===== src/sv/lsac_pkg.sv =====
package lsac_pkg;

    // Sensor bar geometry
    localparam int NUM_SENSORS  = 6;
    localparam int SENSOR_IDX_W = 3;
    localparam logic [SENSOR_IDX_W-1:0] LAST_SENSOR = 3'd5;

    // Level scaling
    localparam int LEVEL_W = 7;
    localparam logic [LEVEL_W-1:0] LEVEL_ZERO = 7'd0;
    localparam logic [LEVEL_W-1:0] LEVEL_MAX  = 7'd100;
    localparam logic [LEVEL_W-1:0] DARK_LIMIT = 7'd60;
    localparam int NUM_EXTRA_W = 7;    // 100 * diff needs seven more bits than diff
    localparam logic [2:0] QUO_TOP_STEP = 3'd6;

    // Calibration words: black in the upper sample field, white in the lower
    localparam int CAL_W     = 20;
    localparam int CAL_EXT_W = 32;
    localparam int LIMIT_W   = 7;

    // Register indexes
    localparam int CFG_IDX_W = 3;
    localparam logic [CFG_IDX_W-1:0] CFG_CAL_ONE     = 3'd0;
    localparam logic [CFG_IDX_W-1:0] CFG_CAL_TWO     = 3'd1;
    localparam logic [CFG_IDX_W-1:0] CFG_CAL_THREE   = 3'd2;
    localparam logic [CFG_IDX_W-1:0] CFG_CAL_FOUR    = 3'd3;
    localparam logic [CFG_IDX_W-1:0] CFG_CAL_FIVE    = 3'd4;
    localparam logic [CFG_IDX_W-1:0] CFG_CAL_SIX     = 3'd5;
    localparam logic [CFG_IDX_W-1:0] CFG_CROSS_WHITE = 3'd6;
    localparam logic [CFG_IDX_W-1:0] CFG_CROSS_BLACK = 3'd7;

    localparam logic [LIMIT_W-1:0] CROSS_WHITE_RESET = 7'd25;
    localparam logic [LIMIT_W-1:0] CROSS_BLACK_RESET = 7'd75;

    // Position: weighted sum, then divide by 18 via reciprocal 3641 / 2^16
    localparam int SUM_W       = 12;
    localparam int MAG_W       = 10;
    localparam int PROD_W      = 22;
    localparam int RECIP_SHIFT = 16;
    localparam int POS_W       = 7;
    localparam logic [PROD_W-1:0] RECIP_18 = 22'd3641;

    // Result word layout
    localparam int OUT_TDATA_W = 56;
    localparam int POS_LSB     = NUM_SENSORS * LEVEL_W;
    localparam int IPULSE_BIT  = POS_LSB + POS_W;
    localparam int CPULSE_BIT  = IPULSE_BIT + 1;

    typedef struct packed {
        logic capture;
        logic setup;
        logic div_step;
        logic advance;
        logic sum;
        logic finish;
    } cmd_t;

    typedef struct packed {
        logic special;
        logic div_last;
        logic sensor_last;
        logic out_free;
    } status_t;

    function automatic logic [CAL_W-1:0] cal_reset(input logic [SENSOR_IDX_W-1:0] idx);
        logic [CAL_W-1:0] v;
        case (idx)
            3'd0:    v = 20'd963210;
            3'd1:    v = 20'd949768;
            3'd2:    v = 20'd934246;
            3'd3:    v = 20'd934174;
            3'd4:    v = 20'd941464;
            3'd5:    v = 20'd645490;
            default: v = '0;
        endcase
        return v;
    endfunction

endpackage


===== src/sv/lsac_ctrl.sv =====
module lsac_ctrl (
    input  logic              aclk,
    input  logic              aresetn,
    input  logic              s_tvalid,
    output logic              s_tready,
    input  lsac_pkg::status_t status,
    output lsac_pkg::cmd_t    cmd
);

    typedef enum logic [4:0] {
        ST_IDLE   = 5'b00001,
        ST_SETUP  = 5'b00010,
        ST_DIVIDE = 5'b00100,
        ST_SUM    = 5'b01000,
        ST_FINISH = 5'b10000
    } state_t;

    state_t state_reg, state_next;

    // Sequence one item: six sensors in turn, then position and detectors
    always_comb begin
        cmd        = '0;
        state_next = state_reg;
        case (state_reg)
            ST_IDLE: begin
                if (s_tvalid) begin
                    cmd.capture = 1'b1;
                    state_next  = ST_SETUP;
                end
            end
            ST_SETUP: begin
                cmd.setup = 1'b1;
                if (status.special) begin
                    cmd.advance = 1'b1;
                    state_next  = status.sensor_last ? ST_SUM : ST_SETUP;
                end else begin
                    state_next = ST_DIVIDE;
                end
            end
            ST_DIVIDE: begin
                cmd.div_step = 1'b1;
                if (status.div_last) begin
                    cmd.advance = 1'b1;
                    state_next  = status.sensor_last ? ST_SUM : ST_SETUP;
                end
            end
            ST_SUM: begin
                cmd.sum    = 1'b1;
                state_next = ST_FINISH;
            end
            ST_FINISH: begin
                // hold until the output register can take the result
                if (status.out_free) begin
                    cmd.finish = 1'b1;
                    state_next = ST_IDLE;
                end
            end
            default: begin
                state_next = ST_IDLE;
            end
        endcase
    end

    assign s_tready = (state_reg == ST_IDLE);

    always_ff @(posedge aclk) begin
        if (!aresetn) begin
            state_reg <= ST_IDLE;
        end else begin
            state_reg <= state_next;
        end
    end

endmodule


===== src/sv/lsac_datapath.sv =====
module lsac_datapath #(
    parameter int SAMPLE_BITS = 10
) (
    input  logic                                   aclk,
    input  logic                                   aresetn,
    input  logic [lsac_pkg::NUM_SENSORS*SAMPLE_BITS-1:0] raw_in,
    input  logic                                   cfg_wr_en,
    input  logic [lsac_pkg::CFG_IDX_W-1:0]         cfg_index,
    input  logic [lsac_pkg::CAL_W-1:0]             cfg_wdata,
    input  lsac_pkg::cmd_t                         cmd,
    output lsac_pkg::status_t                      status,
    input  logic                                   m_tready,
    output logic                                   m_tvalid,
    output logic [lsac_pkg::OUT_TDATA_W-1:0]       m_tdata
);

    localparam int NUM_W = SAMPLE_BITS + lsac_pkg::NUM_EXTRA_W;
    localparam int NS    = lsac_pkg::NUM_SENSORS;
    localparam int LW    = lsac_pkg::LEVEL_W;

    // Configuration
    logic [lsac_pkg::CAL_W-1:0]   cal_reg [NS];
    logic [lsac_pkg::CAL_W-1:0]   cal_next [NS];
    logic [lsac_pkg::LIMIT_W-1:0] white_lim_reg, white_lim_next;
    logic [lsac_pkg::LIMIT_W-1:0] black_lim_reg, black_lim_next;

    // Item payload and divider
    logic [SAMPLE_BITS-1:0]           raw_reg [NS];
    logic [SAMPLE_BITS-1:0]           raw_next [NS];
    logic [LW-1:0]                    lvl_reg [NS];
    logic [LW-1:0]                    lvl_next [NS];
    logic [NUM_W-1:0]                 rem_reg, rem_next;
    logic [SAMPLE_BITS-1:0]           den_reg, den_next;
    logic [LW-1:0]                    quo_reg, quo_next;
    logic [2:0]                       step_reg, step_next;
    logic [lsac_pkg::SENSOR_IDX_W-1:0] idx_reg, idx_next;
    logic signed [lsac_pkg::SUM_W-1:0] sum_reg, sum_next;
    logic [lsac_pkg::OUT_TDATA_W-1:0] out_data_reg, out_data_next;

    // Detector state
    logic latched_reg, latched_next;
    logic left_dark_reg, left_dark_next;
    logic right_dark_reg, right_dark_next;
    logic left_ent_reg, left_ent_next;
    logic right_ent_reg, right_ent_next;
    logic out_valid_reg, out_valid_next;

    // Sensor setup
    logic [lsac_pkg::CAL_W-1:0]     cal_sel;
    logic [lsac_pkg::CAL_EXT_W-1:0] cal_ext;
    logic [SAMPLE_BITS-1:0]         raw_sel;
    logic [SAMPLE_BITS-1:0]         white;
    logic [SAMPLE_BITS-1:0]         black;
    logic                           bad_cal;
    logic                           saturated;
    logic [LW-1:0]                  special_lvl;
    logic [NUM_W-1:0]               diff_ext;
    logic [NUM_W-1:0]               numer;

    // Divider step
    logic [NUM_W-1:0] trial;
    logic             take;
    logic [LW-1:0]    quo_step;

    // Position and detectors
    logic signed [lsac_pkg::SUM_W-1:0] lvl_ext [NS];
    logic signed [lsac_pkg::SUM_W-1:0] sum_abs;
    logic [lsac_pkg::PROD_W-1:0]       prod;
    logic [lsac_pkg::POS_W-1:0]        pos_mag;
    logic [lsac_pkg::POS_W-1:0]        pos;
    logic                              ipulse;
    logic                              cpulse;
    logic                              left_dark_now;
    logic                              right_dark_now;
    logic                              left_ent_now;
    logic                              right_ent_now;

    // Pick out the current sensor's sample and calibration
    always_comb begin
        cal_sel     = cal_reg[idx_reg];
        raw_sel     = raw_reg[idx_reg];
        cal_ext     = lsac_pkg::CAL_EXT_W'(cal_sel);
        white       = cal_ext[SAMPLE_BITS-1:0];
        black       = cal_ext[2*SAMPLE_BITS-1:SAMPLE_BITS];
        bad_cal     = (black <= white) || (raw_sel <= white);
        saturated   = (raw_sel >= black);
        special_lvl = bad_cal ? lsac_pkg::LEVEL_ZERO : lsac_pkg::LEVEL_MAX;
        diff_ext    = NUM_W'(raw_sel - white);
        numer       = (diff_ext << 6) + (diff_ext << 5) + (diff_ext << 2);
    end

    // One restoring step; the quotient stays below 100, so seven bits do
    always_comb begin
        trial    = NUM_W'(den_reg) << step_reg;
        take     = (rem_reg >= trial);
        quo_step = take ? (quo_reg | (LW'(1) << step_reg)) : quo_reg;
    end

    // Weighted sum and its division by 18 toward zero
    always_comb begin
        for (int i = 0; i < NS; i++) begin
            lvl_ext[i] = lsac_pkg::SUM_W'(lvl_reg[i]);
        end
        sum_next = (lvl_ext[3] + (lvl_ext[4] <<< 1) + lvl_ext[4]
                    + (lvl_ext[5] <<< 2) + lvl_ext[5])
                 - (lvl_ext[0] + (lvl_ext[1] <<< 1) + lvl_ext[1]
                    + (lvl_ext[2] <<< 2) + lvl_ext[2]);
        if (!cmd.sum) begin
            sum_next = sum_reg;
        end
        sum_abs = sum_reg[lsac_pkg::SUM_W-1] ? -sum_reg : sum_reg;
        prod    = lsac_pkg::PROD_W'(sum_abs[lsac_pkg::MAG_W-1:0]) * lsac_pkg::RECIP_18;
        pos_mag = lsac_pkg::POS_W'(prod[lsac_pkg::PROD_W-1:lsac_pkg::RECIP_SHIFT]);
        pos     = sum_reg[lsac_pkg::SUM_W-1] ? -pos_mag : pos_mag;
    end

    // Intersection hysteresis and dark-entry tracking
    always_comb begin
        ipulse       = 1'b0;
        latched_next = latched_reg;
        if ((lvl_reg[1] < white_lim_reg) && (lvl_reg[4] < white_lim_reg)) begin
            ipulse       = !latched_reg;
            latched_next = 1'b1;
        end else if ((lvl_reg[1] > black_lim_reg) && (lvl_reg[4] > black_lim_reg)) begin
            latched_next = 1'b0;
        end
        left_dark_now  = (lvl_reg[1] < lsac_pkg::DARK_LIMIT);
        right_dark_now = (lvl_reg[4] < lsac_pkg::DARK_LIMIT);
        left_ent_now   = left_ent_reg || (left_dark_now && !left_dark_reg);
        right_ent_now  = right_ent_reg || (right_dark_now && !right_dark_reg);
        cpulse         = left_ent_now && right_ent_now;
        left_ent_next  = cpulse ? 1'b0 : left_ent_now;
        right_ent_next = cpulse ? 1'b0 : right_ent_now;
        left_dark_next  = left_dark_now;
        right_dark_next = right_dark_now;
        if (!cmd.finish) begin
            latched_next    = latched_reg;
            left_ent_next   = left_ent_reg;
            right_ent_next  = right_ent_reg;
            left_dark_next  = left_dark_reg;
            right_dark_next = right_dark_reg;
        end
    end

    // Advance the per-sensor datapath
    always_comb begin
        raw_next  = raw_reg;
        lvl_next  = lvl_reg;
        rem_next  = rem_reg;
        den_next  = den_reg;
        quo_next  = quo_reg;
        step_next = step_reg;
        idx_next  = idx_reg;
        if (cmd.capture) begin
            for (int i = 0; i < NS; i++) begin
                raw_next[i] = raw_in[i*SAMPLE_BITS +: SAMPLE_BITS];
            end
            idx_next = '0;
        end
        if (cmd.setup) begin
            if (bad_cal || saturated) begin
                lvl_next[idx_reg] = special_lvl;
            end else begin
                rem_next  = numer;
                den_next  = black - white;
                quo_next  = '0;
                step_next = lsac_pkg::QUO_TOP_STEP;
            end
        end
        if (cmd.div_step) begin
            rem_next  = take ? (rem_reg - trial) : rem_reg;
            quo_next  = quo_step;
            step_next = step_reg - 3'd1;
            if (step_reg == 3'd0) begin
                lvl_next[idx_reg] = quo_step;
            end
        end
        if (cmd.advance) begin
            idx_next = idx_reg + 3'd1;
        end
    end

    // Load the output register; drop valid once the item is taken
    always_comb begin
        out_data_next  = out_data_reg;
        out_valid_next = out_valid_reg;
        if (out_valid_reg && m_tready) begin
            out_valid_next = 1'b0;
        end
        if (cmd.finish) begin
            out_data_next = '0;
            for (int i = 0; i < NS; i++) begin
                out_data_next[i*LW +: LW] = lvl_reg[i];
            end
            out_data_next[lsac_pkg::POS_LSB +: lsac_pkg::POS_W] = pos;
            out_data_next[lsac_pkg::IPULSE_BIT] = ipulse;
            out_data_next[lsac_pkg::CPULSE_BIT] = cpulse;
            out_valid_next = 1'b1;
        end
    end

    // Register writes
    always_comb begin
        cal_next       = cal_reg;
        white_lim_next = white_lim_reg;
        black_lim_next = black_lim_reg;
        if (cfg_wr_en) begin
            case (cfg_index)
                lsac_pkg::CFG_CAL_ONE:     cal_next[0] = cfg_wdata;
                lsac_pkg::CFG_CAL_TWO:     cal_next[1] = cfg_wdata;
                lsac_pkg::CFG_CAL_THREE:   cal_next[2] = cfg_wdata;
                lsac_pkg::CFG_CAL_FOUR:    cal_next[3] = cfg_wdata;
                lsac_pkg::CFG_CAL_FIVE:    cal_next[4] = cfg_wdata;
                lsac_pkg::CFG_CAL_SIX:     cal_next[5] = cfg_wdata;
                lsac_pkg::CFG_CROSS_WHITE: white_lim_next = cfg_wdata[lsac_pkg::LIMIT_W-1:0];
                lsac_pkg::CFG_CROSS_BLACK: black_lim_next = cfg_wdata[lsac_pkg::LIMIT_W-1:0];
                default: begin
                end
            endcase
        end
    end

    always_ff @(posedge aclk) begin
        if (!aresetn) begin
            for (int i = 0; i < NS; i++) begin
                cal_reg[i] <= lsac_pkg::cal_reset(lsac_pkg::SENSOR_IDX_W'(i));
            end
            white_lim_reg  <= lsac_pkg::CROSS_WHITE_RESET;
            black_lim_reg  <= lsac_pkg::CROSS_BLACK_RESET;
            latched_reg    <= 1'b0;
            left_dark_reg  <= 1'b0;
            right_dark_reg <= 1'b0;
            left_ent_reg   <= 1'b0;
            right_ent_reg  <= 1'b0;
            out_valid_reg  <= 1'b0;
            idx_reg        <= '0;
            step_reg       <= '0;
        end else begin
            cal_reg        <= cal_next;
            white_lim_reg  <= white_lim_next;
            black_lim_reg  <= black_lim_next;
            latched_reg    <= latched_next;
            left_dark_reg  <= left_dark_next;
            right_dark_reg <= right_dark_next;
            left_ent_reg   <= left_ent_next;
            right_ent_reg  <= right_ent_next;
            out_valid_reg  <= out_valid_next;
            idx_reg        <= idx_next;
            step_reg       <= step_next;
        end
    end

    // Payload registers
    always_ff @(posedge aclk) begin
        raw_reg      <= raw_next;
        lvl_reg      <= lvl_next;
        rem_reg      <= rem_next;
        den_reg      <= den_next;
        quo_reg      <= quo_next;
        sum_reg      <= sum_next;
        out_data_reg <= out_data_next;
    end

    assign status.special     = bad_cal || saturated;
    assign status.div_last    = (step_reg == 3'd0);
    assign status.sensor_last = (idx_reg == lsac_pkg::LAST_SENSOR);
    assign status.out_free    = !out_valid_reg || m_tready;

    assign m_tvalid = out_valid_reg;
    assign m_tdata  = out_data_reg;

endmodule


===== src/sv/line_sensor_array_conditioner.sv =====
// Each sensor takes a setup step, plus seven restoring-divider steps unless its
// level is forced to 0 or 100 by bad calibration or a saturated sample.
// Items pass one at a time through the single shared divider.
// The result waits in an output register, so the next item can start meanwhile.
// Reset (aresetn low, synchronous) restores calibration defaults, arms the
// intersection detector and clears the dark-entry flags and the output valid.
module line_sensor_array_conditioner #(
    parameter int SAMPLE_BITS = 10
) (
    input  logic                                      aclk,
    input  logic                                      aresetn,
    input  logic                                      s_tvalid,
    output logic                                      s_tready,
    // raw_one, raw_two, raw_three, raw_four, raw_five, raw_six, zero fill
    input  logic [((6*SAMPLE_BITS+7)/8)*8-1:0]        s_tdata,
    output logic                                      m_tvalid,
    input  logic                                      m_tready,
    // level_one .. level_six, line_position, intersection_pulse,
    // crossing_pulse, zero fill
    output logic [lsac_pkg::OUT_TDATA_W-1:0]          m_tdata,
    input  logic                                      cfg_wr_en,
    input  logic [lsac_pkg::CFG_IDX_W-1:0]            cfg_index,
    input  logic [lsac_pkg::CAL_W-1:0]                cfg_wdata
);

    lsac_pkg::cmd_t    cmd;
    lsac_pkg::status_t status;

    lsac_ctrl u_ctrl (
        .aclk     (aclk),
        .aresetn  (aresetn),
        .s_tvalid (s_tvalid),
        .s_tready (s_tready),
        .status   (status),
        .cmd      (cmd)
    );

    lsac_datapath #(
        .SAMPLE_BITS (SAMPLE_BITS)
    ) u_datapath (
        .aclk      (aclk),
        .aresetn   (aresetn),
        .raw_in    (s_tdata[lsac_pkg::NUM_SENSORS*SAMPLE_BITS-1:0]),
        .cfg_wr_en (cfg_wr_en),
        .cfg_index (cfg_index),
        .cfg_wdata (cfg_wdata),
        .cmd       (cmd),
        .status    (status),
        .m_tready  (m_tready),
        .m_tvalid  (m_tvalid),
        .m_tdata   (m_tdata)
    );

endmodule


===== config.mk =====
export PLATFORM = sky130hd
export DESIGN_NAME = line_sensor_array_conditioner
export DESIGN_NICKNAME = d
export VERILOG_FILES = /design/src/sv/lsac_pkg.sv /design/src/sv/lsac_ctrl.sv /design/src/sv/lsac_datapath.sv /design/src/sv/line_sensor_array_conditioner.sv
export SDC_FILE = /design/constraint.sdc
export NUM_CORES = 1
export LEC_CHECK = 0
export ABC_AREA = 1
export BUFFER_PORTS_ARGS = -buffer_cell sky130_fd_sc_hd__buf_4
export CAP_MARGIN = 40
export CORE_MARGIN = 8
export CORE_UTILIZATION = 55
export CTS_BUF_LIST = sky130_fd_sc_hd__clkbuf_8
export DETAILED_ROUTE_END_ITERATION = 12
export GPL_TIMING_DRIVEN = 0
export PLACE_DENSITY = 0.77
export REMOVE_ABC_BUFFERS = 1
export SETUP_SLACK_MARGIN = 0.1
export SKIP_LAST_GASP = 1
export SYNTH_ARGS = -nofsm -noshare
export SYNTH_HDL_FRONTEND = slang
export SYNTH_SLANG_ARGS = --single-unit

===== constraint.sdc =====
create_clock -name aclk -period 5.4 [get_ports aclk]
set_input_delay 0.27 -clock aclk [delete_from_list [all_inputs] [get_ports aclk]]
set_output_delay 0.27 -clock aclk [all_outputs]
set_load 0.02 [all_outputs]

==> metrics.cfg <==
[status]
violations = setup timing
status = finished, violations left

[layout]
syn_to_final_growth_pct = 23.50
nFillCells = 2770
layout.nets = 3111
drive_above_1_share_pct = 16.85
largest_reg_flops = 120
postLayoutCoreUtil_pct = 68.31

[placed_design]
place.gp.congestion = 0.9058
portBuffers = 140
dp_hpwl_um = 41270

[sta]
finalMaxSlewViolations = 0
rsz0062_at_grt = yes
period_share_pct = 105.9
setup_slack_ns = -0.3186
tightest_slew_ns = 0.9283
clock_skew_ns = 0.03778
clock.fmax_mhz = 174.9
slew_headroom_pct = 38.04
hold_violations = 0
tns_ns = -1.432
period_minus_slack_ns = 5.719
setup_viol = 6

[setup_path]
slowest_delay_ns = 0.61
crit_required_ns = 5.78
crit_path_end_kind = flip-flop
critical_path.slowest_cell = fa_1
r2r_setup_slack_ns = -0.32
crit_arrival_ns = 6.09
path_class = reg -> reg
crit_fanout = 3
startpoint_type = flip-flop

[power]
power.density_nw_per_um2 = 353.1
comb_power_share_pct = 39.8
swShare_pct = 36.83
max-vdd-ir-drop_v = 0.0003987
intPower_uw = 5833
netSwitchingPower_uw = 3401
p_leak_uw = 0.01191
pwr-share-clk_pct = 25.7
power.sequential.fraction_pct = 34.5

[min_path]
hold_path_class = in -> reg

[global_route]
grt_pass1_wl_um = 97030
overflow = 0
antenna_found_initial = 2
grt_use_total_pct = 26.95
grt_max_degree = 74
grt_pass1_vias = 18782

[detailed_routing]
wl_per_cell_um = 19.03
firstDrtPassIters = 6
drt_wl_total_um = 63020
vias = 18752
drc = 0
ant_nets = 0
vias_per_cell = 5.664
drtIter0Drc = 1757

[clocking]
clk_latency_ns = 0.66
ctsRootBufferMaster = clkbuf_8
clock_path_buffers = 3
cts_tree = done
clkTransAtPathRegs_ns = 0.06
cts_sinks = 349
htree_levels = 2
numCtsBuffers = 57

[die]
die_h_um = 212.2
rows = 72
core_um2 = 38290
initial_core_util_pct = 55.31
die-area_um2 = 45040
ioPinCount = 150
die_w_um = 212.2

[synthesis]
synth_top_area_share_pct = 22.12
yosysUniqueCellTypes = 64
ys_ff_latch = 349
synth_area_um2 = 21180
synth_warnings = 0
syn_area_per_cell_um2 = 8.598
yosys_most_used_dff = dfxtp_1
netlist_top_cells_count = 477 x nand2_1, 330 x inv_1, 217 x nor2_1, 193 x dfxtp_1, 193 x ha_1
postSynth.asyncResetShare_pct = 0
ys_top_cells_by_area = edfxtp_1 22%, dfxtp_1 18%, ha_1 11%
yosysMostFrequentCell = nand2_1
syn_inst = 2463
ys_seq_area_share_pct = 40.37
yosysTopAreaCell = edfxtp_1
synth_edf_count = 156

[job]
maxCapViolations = 0

[worst paths after layout]
path,startpoint,endpoint,cells after the start
worst max-delay path,u_datapath.sum_reg[0]$_DFFE_PP_,u_datapath.m_tdata[46]$_DFFE_PP_,29
worst min-delay path,m_tready,u_datapath.m_tvalid$_SDFFE_PN0P_,4
worst max register to register,u_datapath.sum_reg[0]$_DFFE_PP_,u_datapath.m_tdata[46]$_DFFE_PP_,29
worst min register to register,u_datapath.cal_reg[18]$_SDFFE_PN0P_,u_datapath.cal_reg[18]$_SDFFE_PN0P_,2
[timing repair]
action / CTS / global route
setup endpoints to repair: 17 / 16
pin swaps: 43 / 59
hold buffers: 81 / 0
hold endpoints to repair: 193 / 0
setup buffers: 32 / 23
resized for setup: 79 / 100
[layout by cell type, fill, tap and decap left out, types with 6 or more instances in the layout]
cell,synthesis,layout
fa_1,83,79
xor2_2,0,6
buf_8,0,7
clkinv_2,0,8
o21ai_0,172,159
a21oi_2,1,11
clkbuf_8,0,69
buf_4,5,190
dlygate4sd3_1,0,81
nor3_1,19,11
inv_2,11,17
xor2_1,34,25
o211ai_1,15,15
nor3_4,0,6
a21oi_1,133,121
a31oi_1,9,7
o21ai_1,33,43
nand2_1,477,459
nor2_4,9,16
nand4_1,33,33
inv_1,330,342
nand2_2,1,17
edfxtp_1,156,156
nand3_1,122,118
xnor2_1,20,16
ha_4,0,14
nor2_1,217,199
a22oi_1,36,36
buf_6,1,11
inv_4,1,6
ha_1,193,177
nor2_2,3,14
dfxtp_1,193,184
a21o_1,6,6
[layer usage]
metal | share of wire [%] | track usage [%] | vias up
li1 | - | - | 8778
met1 | 38 | 31.51 | 8820
met2 | 50 | 47.76 | 920
met3 | 7.5 | 4.466 | 234
met4 | 5.0 | 12.90 | 0
met5 | 0 | 0 | -
[kinds of logic after synthesis]
kind of cell,share of synthesized area [%]
multiplexers,0.09454
AND/OR/NAND/NOR,18.21
AO/OA/AOI/OAI,12.08
other,0.01771
adder cells (fa/ha/maj),19.25
XOR/XNOR,2.233
flip-flops,40.37
buffers and inverters,7.746
[layout make-up]
cell class / instances / area, um2 / area share [%]
Timing Repair Buffer: 299 / 2704 / 10.34
Clock inverter: 37 / 209.0 / 0.7989
Multi-Input combinational cell: 1692 / 11750 / 44.93
Antenna cell: 3 / 7.507 / 0.02870
Inverter: 344 / 1315 / 5.028
Sequential cell: 349 / 8569 / 32.77
Tap cell: 518 / 648.1 / 2.478
Clock buffer: 69 / 949.7 / 3.631
[worst max-delay path: cells and delay by family, from the launching register on]
family	cells	cell delay (ns)
DFF	1	0.50
adders and majority gates	8	2.73
xor gates and xnor gates	1	0.23
and+or+nand+nor	11	0.96
AOI/OAI and AO/OA	3	0.62
buffers and inverters	6	0.41
[power by group through the flow]
stage / logic, uW / clock network, uW / registers (uW)
floorplan: 2310 / 0 / 3200
global placement: 2900 / 0 / 3230
detailed placement: 3070 / 0 / 3230
CTS: 3210 / 2370 / 3170
global route: 4060 / 2510 / 3190
finish: 3680 / 2380 / 3180
[metrics by stage]
| step | hold slack, ns | worst slack (ns) | power [uW] | std cells | area (um2) |
|---|---|---|---|---|---|
| after floorplan | 0.3486 | -0.7646 | 5512 | 2385 | 20850 |
| after global placement | 0.4352 | -3.980 | 6129 | 3043 | 22540 |
| after detailed placement | 0.4369 | -1.206 | 6293 | 3066 | 22940 |
| after CTS | 0.0009807 | -0.1920 | 8745 | 3285 | 25550 |
| after global routing | 0.04425 | -0.5328 | 9759 | 3309 | 26150 |
| final | 0.05421 | -0.3186 | 9234 | 3311 | 26150 |
(Power assumes the default switching activity.)
